===== src/hdl/gri_pkg.sv =====
`timescale 1ns / 1ps
// -----------------------------------------------------------------------------
// gri_pkg: shared types and constants for the gyro rate integrator
// Field widths, register indexes, the config bundle seen by each axis, and a
// magnitude helper for the rest and limit tests.
// -----------------------------------------------------------------------------
package gri_pkg;

   localparam int AXES     = 3;
   localparam int SAMPLE_W = 16;  // raw sample field width
   localparam int OFFSET_W = 16;
   localparam int BAND_W   = 16;
   localparam int LIMIT_W  = 23;
   localparam int ANGLE_W  = 24;
   localparam int RATE_W   = 17;
   // angle + rate + previous rate, wide enough for the limit test
   localparam int SUM_W    = 26;

   localparam int CSR_INDEX_W = 3;
   localparam int CSR_DATA_W  = LIMIT_W;

   localparam int REQ_DATA_W = 48;   // 3 x 16 sample bits
   localparam int RSP_DATA_W = 128;  // 3 x 24 angle + 3 x 17 rate, padded

   // register reset values
   localparam logic signed [OFFSET_W-1:0] OFFSET_X_RST   = 16'sd145;
   localparam logic signed [OFFSET_W-1:0] OFFSET_Y_RST   = 16'sd0;
   localparam logic signed [OFFSET_W-1:0] OFFSET_Z_RST   = 16'sd60;
   localparam logic [BAND_W-1:0]          REST_BAND_RST  = 16'd57;
   localparam logic [LIMIT_W-1:0]         TURN_LIMIT_RST = 23'd4114286;  // 360 deg

   // register indexes on the csr port
   typedef enum logic [CSR_INDEX_W-1:0] {
      CSR_OFFSET_X   = 3'd0,
      CSR_OFFSET_Y   = 3'd1,
      CSR_OFFSET_Z   = 3'd2,
      CSR_REST_BAND  = 3'd3,
      CSR_TURN_LIMIT = 3'd4
   } gri_csr_type;

   // settings common to all axes
   typedef struct packed {
      logic [BAND_W-1:0]  rest_band;
      logic [LIMIT_W-1:0] turn_limit;
   } gri_cfg_type;

   // magnitude of a signed value; the most negative code never occurs here
   function automatic logic [SUM_W-1:0] abs_val(input logic signed [SUM_W-1:0] v);
      return v[SUM_W-1] ? SUM_W'(-v) : SUM_W'(v);
   endfunction

endpackage


===== src/hdl/gri_axis.sv =====
`timescale 1ns / 1ps
// -----------------------------------------------------------------------------
// gri_axis: one axis of the rate integrator
// Offset correction, rest-band zeroing and trapezoidal angle accumulation with
// reset at the turn limit. Holds the previous rate and the angle; both update
// when enable is high.
// -----------------------------------------------------------------------------
module gri_axis #(
   parameter int SAMPLE_BITS = 16
) (
   input  logic                                  clock,
   input  logic                                  reset,
   input  logic                                  enable,
   input  logic [gri_pkg::SAMPLE_W-1:0]          sample,
   input  logic signed [gri_pkg::OFFSET_W-1:0]   offset,
   input  gri_pkg::gri_cfg_type                  cfg,
   output logic signed [gri_pkg::ANGLE_W-1:0]    angle_in,
   output logic signed [gri_pkg::RATE_W-1:0]     rate_in
);
   import gri_pkg::*;

   logic signed [ANGLE_W-1:0]     angle_ff;
   logic signed [RATE_W-1:0]      prev_ff;
   logic signed [SAMPLE_BITS-1:0] sample_trim;
   logic signed [RATE_W-1:0]      raw_rate;
   logic                          at_rest;
   logic signed [SUM_W-1:0]       sum;
   logic                          over_limit;

   // only the low SAMPLE_BITS bits carry the sample
   assign sample_trim = sample[SAMPLE_BITS-1:0];
   assign raw_rate    = RATE_W'(sample_trim) - RATE_W'(offset);

   // zero the rate when both it and the kept previous rate are within the band
   assign at_rest = (abs_val(SUM_W'(raw_rate)) <= SUM_W'(cfg.rest_band)) &&
                    (abs_val(SUM_W'(prev_ff))  <= SUM_W'(cfg.rest_band));
   assign rate_in = at_rest ? '0 : raw_rate;

   // trapezoid step, angle clears once it reaches the limit
   assign sum        = SUM_W'(angle_ff) + SUM_W'(rate_in) + SUM_W'(prev_ff);
   assign over_limit = abs_val(sum) >= SUM_W'(cfg.turn_limit);
   assign angle_in   = over_limit ? '0 : sum[ANGLE_W-1:0];

   always_ff @(posedge clock) begin
      if (reset) begin
         angle_ff <= '0;
         prev_ff  <= '0;
      end else if (enable) begin
         angle_ff <= angle_in;
         prev_ff  <= rate_in;
      end
   end

endmodule


===== src/hdl/gyro_rate_integrator.sv =====
`timescale 1ns / 1ps
// -----------------------------------------------------------------------------
// gyro_rate_integrator: three-axis gyro rate integrator
// Offset-corrects raw gyro samples, zeroes rates inside the rest band and
// integrates roll, pitch and yaw trapezoidally in 0.0000875 degree units.
// -----------------------------------------------------------------------------
// One sample triple per clock is accepted and one result per clock is
// delivered while rsp_tready is high. The req transfer loads the input
// register, and the result register loads from it once it is free; the
// result register drives rsp_tvalid. The rate is set by the per-axis
// accumulate loop, where the angle and previous-rate registers feed back
// through combinational logic. A result waiting on rsp_tready does not
// block the input register from filling. Register writes must be made while
// no sample is in flight; csr_ready is always high.
// -----------------------------------------------------------------------------
module gyro_rate_integrator #(
   parameter int SAMPLE_BITS = 16
) (
   input  logic                                 clock,
   input  logic                                 reset,
   // sample stream
   input  logic                                 req_tvalid,
   output logic                                 req_tready,
   input  logic [gri_pkg::REQ_DATA_W-1:0]       req_tdata,   // sample_x, sample_y, sample_z
   // result stream
   output logic                                 rsp_tvalid,
   input  logic                                 rsp_tready,
   // roll, pitch, yaw, rate_x, rate_y, rate_z, zero pad
   output logic [gri_pkg::RSP_DATA_W-1:0]       rsp_tdata,
   // register writes
   input  logic                                 csr_valid,
   output logic                                 csr_ready,
   input  logic [gri_pkg::CSR_INDEX_W-1:0]      csr_index,
   input  logic [gri_pkg::CSR_DATA_W-1:0]       csr_data
);
   import gri_pkg::*;

   // configuration registers
   logic signed [OFFSET_W-1:0] offset_ff [AXES];
   logic [BAND_W-1:0]          rest_band_ff;
   logic [LIMIT_W-1:0]         turn_limit_ff;
   gri_cfg_type                cfg;

   // input register
   logic                       s1_valid_ff;
   logic [REQ_DATA_W-1:0]      s1_data_ff;

   // result register
   logic                       rsp_valid_ff;
   logic [RSP_DATA_W-1:0]      rsp_data_ff;

   logic                       rsp_free;
   logic                       advance;
   logic signed [ANGLE_W-1:0]  angle_in [AXES];
   logic signed [RATE_W-1:0]   rate_in  [AXES];
   logic [RSP_DATA_W-1:0]      rsp_data_in;

   assign csr_ready = 1'b1;

   // register writes; unknown indexes are dropped
   always_ff @(posedge clock) begin
      if (reset) begin
         offset_ff[0]  <= OFFSET_X_RST;
         offset_ff[1]  <= OFFSET_Y_RST;
         offset_ff[2]  <= OFFSET_Z_RST;
         rest_band_ff  <= REST_BAND_RST;
         turn_limit_ff <= TURN_LIMIT_RST;
      end else if (csr_valid && csr_ready) begin
         case (csr_index)
            CSR_OFFSET_X:   offset_ff[0]  <= csr_data[OFFSET_W-1:0];
            CSR_OFFSET_Y:   offset_ff[1]  <= csr_data[OFFSET_W-1:0];
            CSR_OFFSET_Z:   offset_ff[2]  <= csr_data[OFFSET_W-1:0];
            CSR_REST_BAND:  rest_band_ff  <= csr_data[BAND_W-1:0];
            CSR_TURN_LIMIT: turn_limit_ff <= csr_data[LIMIT_W-1:0];
            default: ;
         endcase
      end
   end

   assign cfg.rest_band  = rest_band_ff;
   assign cfg.turn_limit = turn_limit_ff;

   // handshake: input register moves on when the result register can take it
   assign rsp_free   = !rsp_valid_ff || rsp_tready;
   assign advance    = s1_valid_ff && rsp_free;
   assign req_tready = !s1_valid_ff || rsp_free;

   always_ff @(posedge clock) begin
      if (reset) begin
         s1_valid_ff <= 1'b0;
      end else if (req_tready) begin
         s1_valid_ff <= req_tvalid;
      end
   end

   always_ff @(posedge clock) begin
      if (req_tvalid && req_tready) begin
         s1_data_ff <= req_tdata;
      end
   end

   // per-axis datapath and state
   for (genvar a = 0; a < AXES; a++) begin : g_axis
      gri_axis #(
         .SAMPLE_BITS (SAMPLE_BITS)
      ) u_axis (
         .clock    (clock),
         .reset    (reset),
         .enable   (advance),
         .sample   (s1_data_ff[a*SAMPLE_W +: SAMPLE_W]),
         .offset   (offset_ff[a]),
         .cfg      (cfg),
         .angle_in (angle_in[a]),
         .rate_in  (rate_in[a])
      );
   end

   assign rsp_data_in = {5'b0, rate_in[2], rate_in[1], rate_in[0],
                         angle_in[2], angle_in[1], angle_in[0]};

   // result register
   always_ff @(posedge clock) begin
      if (reset) begin
         rsp_valid_ff <= 1'b0;
      end else if (rsp_free) begin
         rsp_valid_ff <= s1_valid_ff;
      end
   end

   always_ff @(posedge clock) begin
      if (advance) begin
         rsp_data_ff <= rsp_data_in;
      end
   end

   assign rsp_tvalid = rsp_valid_ff;
   assign rsp_tdata  = rsp_data_ff;

endmodule

===== config.mk =====
export PLATFORM = sky130hd
export DESIGN_NAME = gyro_rate_integrator
export DESIGN_NICKNAME = d
export VERILOG_FILES = /design/src/hdl/gri_pkg.sv /design/src/hdl/gri_axis.sv /design/src/hdl/gyro_rate_integrator.sv
export SDC_FILE = /design/constraint.sdc
export NUM_CORES = 1
export LEC_CHECK = 0
export ABC_CLOCK_PERIOD_IN_PS = 31200
export BUFFER_PORTS_ARGS = -buffer_cell sky130_fd_sc_hd__buf_2
export CORE_MARGIN = 1
export CORE_UTILIZATION = 50
export CTS_CLUSTER_SIZE = 30
export DETAILED_ROUTE_END_ITERATION = 8
export PLACE_DENSITY_LB_ADDON = 0.12
export SLEW_MARGIN = 10
export SYNTH_ARGS = -nofsm -noshare
export SYNTH_HDL_FRONTEND = slang
export SYNTH_SLANG_ARGS = --single-unit
export TNS_END_PERCENT = 10

===== constraint.sdc =====
create_clock -name clock -period 31.2 [get_ports clock]
set_input_delay 1.56 -clock clock [delete_from_list [all_inputs] [get_ports clock]]
set_output_delay 1.56 -clock clock [all_outputs]
set_load 0.02 [all_outputs]

# Word-level counts from Yosys, hierarchy flattened
# Memories as Yosys holds them, arrays and structs flattened.
# Cells that the tools add are included.
[classes]
order_cmp = 9
n_eq_ne = 4
add_sub_neg = 18
bitwise = 3
muxes = 32
n_reduce_logical = 12
[ops]
columns = ["op", "count"]
rows = [
  ["26-bit two-way mux", 9],
  ["26-bit by 16-bit less-or-equal comparator with 1-bit output", 6],
  ["17-bit negator with 26-bit output", 6],
  ["25-bit by 17-bit adder with 26-bit output", 3],
  ["26-bit by 23-bit >= comparator with 1-bit output", 3],
  ["26-bit negator", 3],
  ["24-bit by 17-bit adder with 25-bit output", 3],
  ["24-bit two-way mux", 3],
  ["17-bit two-way mux", 3],
  ["16-bit by 16-bit subtractor with 17-bit output", 3],
  ["16-bit two-way mux", 3],
  ["1-bit two-way mux", 14],
  ["3-bit by 2-bit == test with 1-bit output, second input constant", 2],
  ["1-bit logical AND", 5],
  ["2-bit AND reduction", 2],
  ["3-bit by 1-bit == test with 1-bit output, second input constant", 1],
  ["3-bit == test, second input constant", 1],
  ["3-bit logical NOT", 1],
  ["1-bit bitwise OR", 3],
  ["1-bit logical NOT", 2],
  ["1-bit logical OR", 2],
]
[word_totals]
mem_bits_rw = 48
regBits = 335
output_inout_bits = 131
in_bits = 79
word_cells = 91
mem_count = 1
[memory_table]
columns = ["name", "words", "width", "rd", "rd_clocked_by_memory_dff", "write_ports", "line_no", "text"]
rows = [
  ["offset_ff", 3, 16, 3, 0, 3, "gyro_rate_integrator.sv:39", "logic signed [OFFSET_W-1:0] offset_ff [AXES];"],
]

# Logic depth before layout (Yosys ltp)
# Gate-level depths: netlist (run 1).
# An unclocked memory read counts as a cell.
[logic_depth]
ltp_word = 13
ltp_mapped = 54
depth_no_buf = 48

# Cells and area by module
# A second synthesis (run 1) with hierarchy kept.
[hier_totals]
hier_cells = 3324
hier_area_um2 = 30681.9
[by_module_without_submodules]
columns = ["mod", "area_per_inst_um2", "cells_per_inst", "seq_area_each_um2", "n_inst"]
rows = [
  ["gyro_rate_integrator", 8579.5, 437, 7397.1, 1],
  ["gri_axis (g_axis[2].u_axis)", 7394.6, 975, 820.8, 1],
  ["gri_axis (g_axis[0].u_axis)", 7390.8, 964, 820.8, 1],
  ["gri_axis (g_axis[1].u_axis)", 7317.0, 948, 820.8, 1],
]

# Worst setup path after synthesis (run 1)
# No wires, ideal clock.
[synth_path]
kind = "flip-flop to flip-flop"
start = "mem offset_ff[1][0], in the netlist offset_ff[0][16]"
end = "reg rsp_data_ff[31], in the netlist rsp_tdata[31] (data pin)"
period_less_slack_ns = 10.687
t_required_ns = 31.045
n_path_buf = 5
setup_time_ns = 0.155
slack_ns = 20.513
t_arrival_ns = 10.532
stages_incl_launch_ff = 52
cell_sequence = "edfxtp_1 ha_1 fa_1 nor2b_1 o21ai_0 a21boi_0 o21ai_0 nor2b_1 xor2_1 nand4_1 or4b_2 nand2_1 xnor2_1 ha_1 a21o_1 a21o_1 a21oi_1 nor2b_1 [16 not listed] o221a_2 clkbuf_1 clkbuf_1 a21oi_1 xnor2_1 ha_1 a21o_1 a21oi_1 nor2b_1 o21ai_0 o211ai_1 a21oi_1 a21oi_1 a211oi_1 o31ai_4 buf_6 buf_8 nor3_2"
[synth_rtl]
columns = ["item", "line_no", "text"]
rows = [
  ["start: declaration", "gyro_rate_integrator.sv:39", ""],
  ["end signal: assignment", "gyro_rate_integrator.sv:132", "rsp_data_ff <= rsp_data_in;"],
  ["end: declaration", "gyro_rate_integrator.sv:50", "logic [RSP_DATA_W-1:0] rsp_data_ff;"],
]

==> impl_metrics.csv, run 1 <==
group,metric,value,unit
timing,max_freq,0.0746,GHz
clock_tree,cts_resized,0,
yosys,yosysTopAreaCell,"edfxtp_1",
floorplan,io_pins,210,
timing,relSlewSlack,0.205,
cells_and_area,syn_to_final_growth,10.5,%
floorplan,core,0.0602,mm^2
global_route,grt_pass1_wl,146000,um
detailed_routing,drt_iter0_markers,1749,
timing,finalCritPeriodShare,0.430,
power_and_ir_drop,peakVddDrop,74.1,uV
floorplan,start_util,0.506,
placement,gp_congestion,0.948,
timing,fin_skew,0.0262,ns
clock_tree,cts_made_buffers,45,
timing,setup_viol,0,
detailed_routing,via_count,26500,
worst_setup_path,crit_fanout,25,
detailed_routing,drc,0,
yosys,yosys_warnings,0,
yosys,synth_async_sr_flop_share,0,
yosys,synthTopCellsByArea,"edfxtp_1, ha_1, dfxtp_1",
clock_tree,insertion_delay,0.61,ns
timing,hold_slack,0.455,ns
floorplan,die_width,249,um
global_route,met3_usage,0.0367,
clock_tree,cts_sinks,383,
worst_setup_path,max_stage_delay,0.93,ns
global_route,grt.met2_usage,0.524,
hold_path,hp-class,"reg -> reg",
yosys,synth.top_cell.area_share,0.216,
floorplan,die_h,249,um
cells_and_area,fin_util,0.559,
clock_tree,cts.path.max_buffers,3,
global_route,grt_usage,0.300,
global_route,antenna_found_initial,1,
yosys,syn_avg_cell_area,8.89,um^2
timing,fin_tns_setup,0,ns
yosys,netlist_area,0.0305,mm^2
detailed_routing,finalWirelength,93600,um
worst_setup_path,cp-start-kind,"register",
placement,portBuffers,203,
global_route,busiest_layer,"met2",
detailed_routing,viasPerCell,6.04,
worst_setup_path,path_class,"reg -> reg",
global_route,overflow,0,
timing,drv_slew,0,
yosys,syn_inst,3430,
global_route,use_met1,0.376,
detailed_routing,first_pass_iters,6,
clock_tree,root_buffer,"clkbuf_16",
global_route,grt_max_degree,75,
yosys,synth_edf_count,219,
global_route,grt_pass1_vias,26400,
clock_tree,holdBufCountCts,0,
yosys,ys_seq_area_frac,0.323,
timing,rsz0062_at_grt,"no",
worst_setup_path,setup.worst_path.end_class,"register",
cells_and_area,drive_gt1_frac,0.115,
run,cap_violations,0,
clock_tree,postCtsSetupBuffers,0,
detailed_routing,wl_per_cell,21.4,um
yosys,yosys_most_used_dff,"edfxtp_1",
cells_and_area,antenna_cells,0,
clock_tree,cts_tree,"yes",
worst_setup_path,required,31.54,ns
yosys,synth.distinct_cells,99,
clock_tree,cts.htree.levels,2,
floorplan,rows,90,
timing,hold_viol_final,0,
cells_and_area,final_nets,4014,
power_and_ir_drop,p_leak,14.2,nW
detailed_routing,ant_nets,0,
worst_setup_path,slowest_stage,"a22oi_1",
timing,layout_min_cycle_time,13.41,ns
outcome,status,"finished clean",
clock_tree,path_clk_slew,0.06,ns
floorplan,fp.dieArea,0.0620,mm^2
timing,worst_pin_slew,1.19,ns
power_and_ir_drop,cellPowerDensity,106,mW/mm^2
worst_setup_path,cp_data_arrival_time,13.75,ns
yosys,synth_seq_cells,383,
placement,dpl.hpwl,71500,um
[power breakdown]
group	internal, mW	switching [mW]
clock network	0.305	0.229
registers	0.630	0.0380
logic	0.811	1.54
[cell type report]
type | instances | area, um^2
multi-input cells | 2583 | 18900
well taps | 782 | 978
inverters | 308 | 1160
fillers | 5485 | 26600
clock buffers | 54 | 1170
repair buffers | 242 | 1310
clock inverters | 28 | 317
flip-flops and latches | 383 | 9860
[placed cells by master (no fill, tap or decap), drive strengths merged, types with 29 or more instances in the layout]
cell    synthesis  final
nor2b          53     53
xnor2         146    146
inv           307    310
a211oi         40     40
a21o           44     44
a21oi         191    191
o21a           45     45
dfxtp         164    164
nand4          75     75
o211ai         56     56
clkbuf        124     54
nor3b          32     32
nor2          265    265
edfxtp        219    219
ha            294    294
xor2           79     79
nand2         288    288
fa             78     78
nand2b         46     46
nand3         118    118
o21ai         177    177
nor3           91     91
nor4           29     29
o31ai          43     43
a31oi          34     34
and2           37     37
buf            36    242
[per-stage QoR]
step / cell area [um^2] / power, mW / worst slack [ns] / instances
CTS: 33700 / 3.54 / 17.89 / 4380
detailed placement: 32200 / 2.99 / 17.93 / 4298
global route: 33700 / 3.83 / 16.58 / 4380
floorplan: 30500 / 2.39 / 20.51 / 3434
finish: 33700 / 3.55 / 17.79 / 4380
global placement: 32200 / 2.94 / 18.37 / 4298
[worst max-delay path, delay by kind of cell, from the launching register on]
family / cells / cell delay, ns
compound gates: 25 / 7.72
simple gates: 10 / 2.01
fa+ha+maj: 7 / 1.96
buf+inv: 4 / 0.87
flops: 1 / 0.36
xor+xnor: 1 / 0.20
[layer usage]
metal / vias up / share of wire / wire length, um
met3: 227 / 0.052 / 4880
met1: 12800 / 0.42 / 39500
met5: - / 0 / 0
li1: 12600 / - / -
met2: 847 / 0.48 / 45300
met4: 0 / 0.042 / 3880
[registers in the layout, indices dropped and copies added, names as in the netlist]
name / flops
g_axis.u_axis.angle_ff: 72
s1_data_ff: 48
offset_ff: 48
rsp_tvalid: 1
s1_valid_ff: 1
turn_limit_ff: 23
rsp_tdata: 123
g_axis.u_axis.prev_ff: 51
rest_band_ff: 16
[cells by family (layout without fill, tap and decap cells)]
kind of cell / after synthesis / count (layout) / synth area share
fa+ha+maj: 372 / 372 / 0.172
simple gates: 1156 / 1156 / 0.193
other cells: 2 / 6 / 0.000246
flops: 383 / 383 / 0.323
buf+inv: 468 / 632 / 0.0607
mux: 11 / 11 / 0.00374
compound gates: 813 / 813 / 0.183
xor+xnor: 225 / 225 / 0.0646
[synth_stat cells (all sizes together), types with 75 or more instances]
library cell    n
nor3           91
o21ai         177
nand3         118
nand2         288
xnor2         146
nor2          265
dfxtp         164
nand4          75
clkbuf        124
fa             78
ha            294
edfxtp        219
a21oi         191
inv           307
xor2           79
[final timing paths]
| path | startpoint | endpoint | slack (ns) | cells past startpoint |
|---|---|---|---|---|
| setup / recovery | s1_data_ff[0]$_DFFE_PP_ | rsp_tdata[3]$_DFFE_PP_ | 17.79 | 47 |
| hold / removal | g_axis[0].u_axis.angle_ff[6]$_SDFFE_PP0P_ | g_axis[0].u_axis.angle_ff[6]$_SDFFE_PP0P_ | 0.45 | 2 |
| setup reg to reg | s1_data_ff[0]$_DFFE_PP_ | rsp_tdata[3]$_DFFE_PP_ | 17.79 | 47 |
| hold reg to reg | g_axis[0].u_axis.angle_ff[6]$_SDFFE_PP0P_ | g_axis[0].u_axis.angle_ff[6]$_SDFFE_PP0P_ | 0.45 | 2 |
Note: power is estimated with default switching activity, not from simulation.
==> run 2, diff against run 1 <==
--- a/config.mk
+++ b/config.mk
@@ -5,7 +5,7 @@
 export SDC_FILE = /design/constraint.sdc
 export NUM_CORES = 1
 export LEC_CHECK = 0
-export ABC_CLOCK_PERIOD_IN_PS = 31200
+export ABC_CLOCK_PERIOD_IN_PS = 12900
 export BUFFER_PORTS_ARGS = -buffer_cell sky130_fd_sc_hd__buf_2
 export CORE_MARGIN = 1
 export CORE_UTILIZATION = 50
==> constraint.sdc (replaced) <==
create_clock -name clock -period 12.9 [get_ports clock]
set_input_delay 0.645 -clock clock [delete_from_list [all_inputs] [get_ports clock]]
set_output_delay 0.645 -clock clock [all_outputs]
set_load 0.02 [all_outputs]
==> run 2 against run 1 <==
- non-clock buffer count is 8 higher
- via count hardly changed
- count of clock-buffer cells in the layout is 1 lower
- sequential share of layout area hardly changed
- cell count is 0.18% higher
- clock power is 140% higher
- clock skew is 0.0025 ns higher
- largest power group unchanged
- cell area is 0.16% higher
- first-iteration DRC count is 17% higher
- die area stayed put
- worst setup slack worse by 17 ns
==> impl_metrics.csv, run 2 (synthesis results as in run 1) <==
group,metric,value,unit
cells_and_area,final_nets,4021,
worst_setup_path,ff2ff_path_depth,46,
detailed_routing,drt_iter0_markers,2041,
floorplan,io_pins,210,
power_and_ir_drop,p_leak,14.2,nW
worst_setup_path,cp.depth,46,
cells_and_area,seq_area,0.00986,mm^2
worst_setup_path,cp-endpoint,"g_axis[1].u_axis.angle_ff[17]$_SDFFE_PP0P_",
clock_tree,cts.path.max_buffers,3,
run,cap_violations,0,
floorplan,start_util,0.506,
floorplan,rows,90,
hold_path,hold_depth,1,
detailed_routing,via_count,26500,
global_route,grt_max_degree,77,
clock_tree,cts_tree,"yes",
cells_and_area,layout_common_cells,"inv_1, ha_1, nand2_1, nor2_1, edfxtp_1",
timing,layout_min_cycle_time,12.04,ns
cells_and_area,fin_cells,4388,
clock_tree,postCtsSetupBuffers,0,
placement,place_worst_setup_slack,1.06,ns
clock_tree,cts_made_buffers,44,
worst_setup_path,crit_buf_inv,3,
global_route,grt_pass1_wl,143000,um
cells_and_area,largest_reg_flops,123,
detailed_routing,ant_nets,0,
floorplan,core,0.0602,mm^2
hold_path,hp-start,"req_tdata[23]",
worst_setup_path,ff2ff_setup_slack,0.86,ns
detailed_routing,first_pass_iters,6,
cells_and_area,multiInputGateArea,0.0189,mm^2
cells_and_area,fill_cells,5448,
clock_tree,insertion_delay,0.60,ns
clock_tree,path_clk_slew,0.06,ns
timing,worst_slack,0.857,ns
timing,finalCritPeriodShare,0.934,
hold_path,hp-class,"in -> reg",
clock_tree,cts_sinks,383,
worst_setup_path,cp_common_cell,"o21ai_0",
power_and_ir_drop,cellPowerDensity,256,mW/mm^2
worst_setup_path,worstSetupStartpoint,"offset_ff[0][16]$_DFFE_PP_",
worst_setup_path,cp-start-kind,"register",
timing,fin_tns_setup,0,ns
placement,gp_congestion,0.939,
timing,hold_viol_final,0,
timing,max_freq,0.0830,GHz
clock_tree,holdBufCountCts,0,
worst_setup_path,max_stage_delay,0.88,ns
timing,setup_viol,0,
power_and_ir_drop,fin_total_pwr,8.63,mW
clock_tree,cts_resized,0,
cells_and_area,antenna_cells,0,
detailed_routing,viasPerCell,6.03,
floorplan,fp.dieArea,0.0620,mm^2
worst_setup_path,required,13.36,ns
outcome,status,"finished clean",
placement,dpl.hpwl,70400,um
power_and_ir_drop,peakVddDrop,199,uV
timing,hold_slack,0.214,ns
global_route,overflow,0,
placement,dpl_cell_area,0.0322,mm^2
timing,relSlewSlack,0.149,
detailed_routing,wl_per_cell,21.0,um
cells_and_area,fin_util,0.560,
worst_setup_path,slowest_stage,"or4b_2",
worst_setup_path,crit_fanout,48,
clock_tree,root_buffer,"clkbuf_16",
detailed_routing,finalWirelength,92200,um
timing,drv_slew,0,
worst_setup_path,cp_data_arrival_time,12.51,ns
cells_and_area,drive_gt1_frac,0.117,
global_route,antenna_found_initial,0,
cells_and_area,syn_to_final_growth,10.6,%
clock_tree,cts.htree.levels,2,
placement,portBuffers,203,
worst_setup_path,path_delay_family,"compound AO/OA/AOI/OAI gates",
worst_setup_path,path_class,"reg -> reg",
floorplan,die_width,249,um
detailed_routing,drc,0,
timing,fin_skew,0.0287,ns
cells_and_area,design_area,0.0337,mm^2
worst_setup_path,setup.worst_path.end_class,"register",
worst_setup_path,r2r-start,"offset_ff[0][16]$_DFFE_PP_",
timing,worst_pin_slew,1.27,ns
floorplan,die_h,249,um
placement,dp.cells,4306,
worst_setup_path,r2r-end,"g_axis[1].u_axis.angle_ff[17]$_SDFFE_PP0P_",
global_route,grt_pass1_vias,25900,
timing,rsz0062_at_grt,"no",
cells_and_area,final_common_cell,"inv_1",
global_route,grt_usage,0.293,
==> run 2: worst min-delay path by stage <==
stage | to | slack [ns]
floorplan | g_axis[0].u_axis.angle_ff[12]$_SDFFE_PP0P_ | 0.43
global placement | g_axis[2].u_axis.angle_ff[11]$_SDFFE_PP0P_ | 0.44
detailed placement | g_axis[0].u_axis.angle_ff[4]$_SDFFE_PP0P_ | 0.44
CTS | s1_data_ff[23]$_DFFE_PP_ | 0.18
global route | s1_data_ff[28]$_DFFE_PP_ | 0.18
finish | s1_data_ff[23]$_DFFE_PP_ | 0.21
==> run 2: power by group <==
group	internal, mW	total [mW]	switching [mW]
sequential	1.52	1.61	0.0880
clock	0.743	1.30	0.555
combinational	1.98	5.72	3.74
total	4.25	8.63	4.38
==> run 2: layer usage <==
layer / GRT usage / share of wire / up-vias
li1: - / - / 12600
met1: 0.369 / 0.42 / 12800
met2: 0.517 / 0.49 / 857
met3: 0.0347 / 0.053 / 171
met4: 0.101 / 0.032 / 0
met5: 0 / 0 / -
==> run 2: layout make-up <==
class / instances / share of cell area
repair buffers: 250 / 0.0406
well taps: 782 / 0.0290
clock buffers: 53 / 0.0340
inverters: 308 / 0.0344
multi-input cells: 2583 / 0.560
flip-flops and latches: 383 / 0.292
clock inverters: 29 / 0.00972
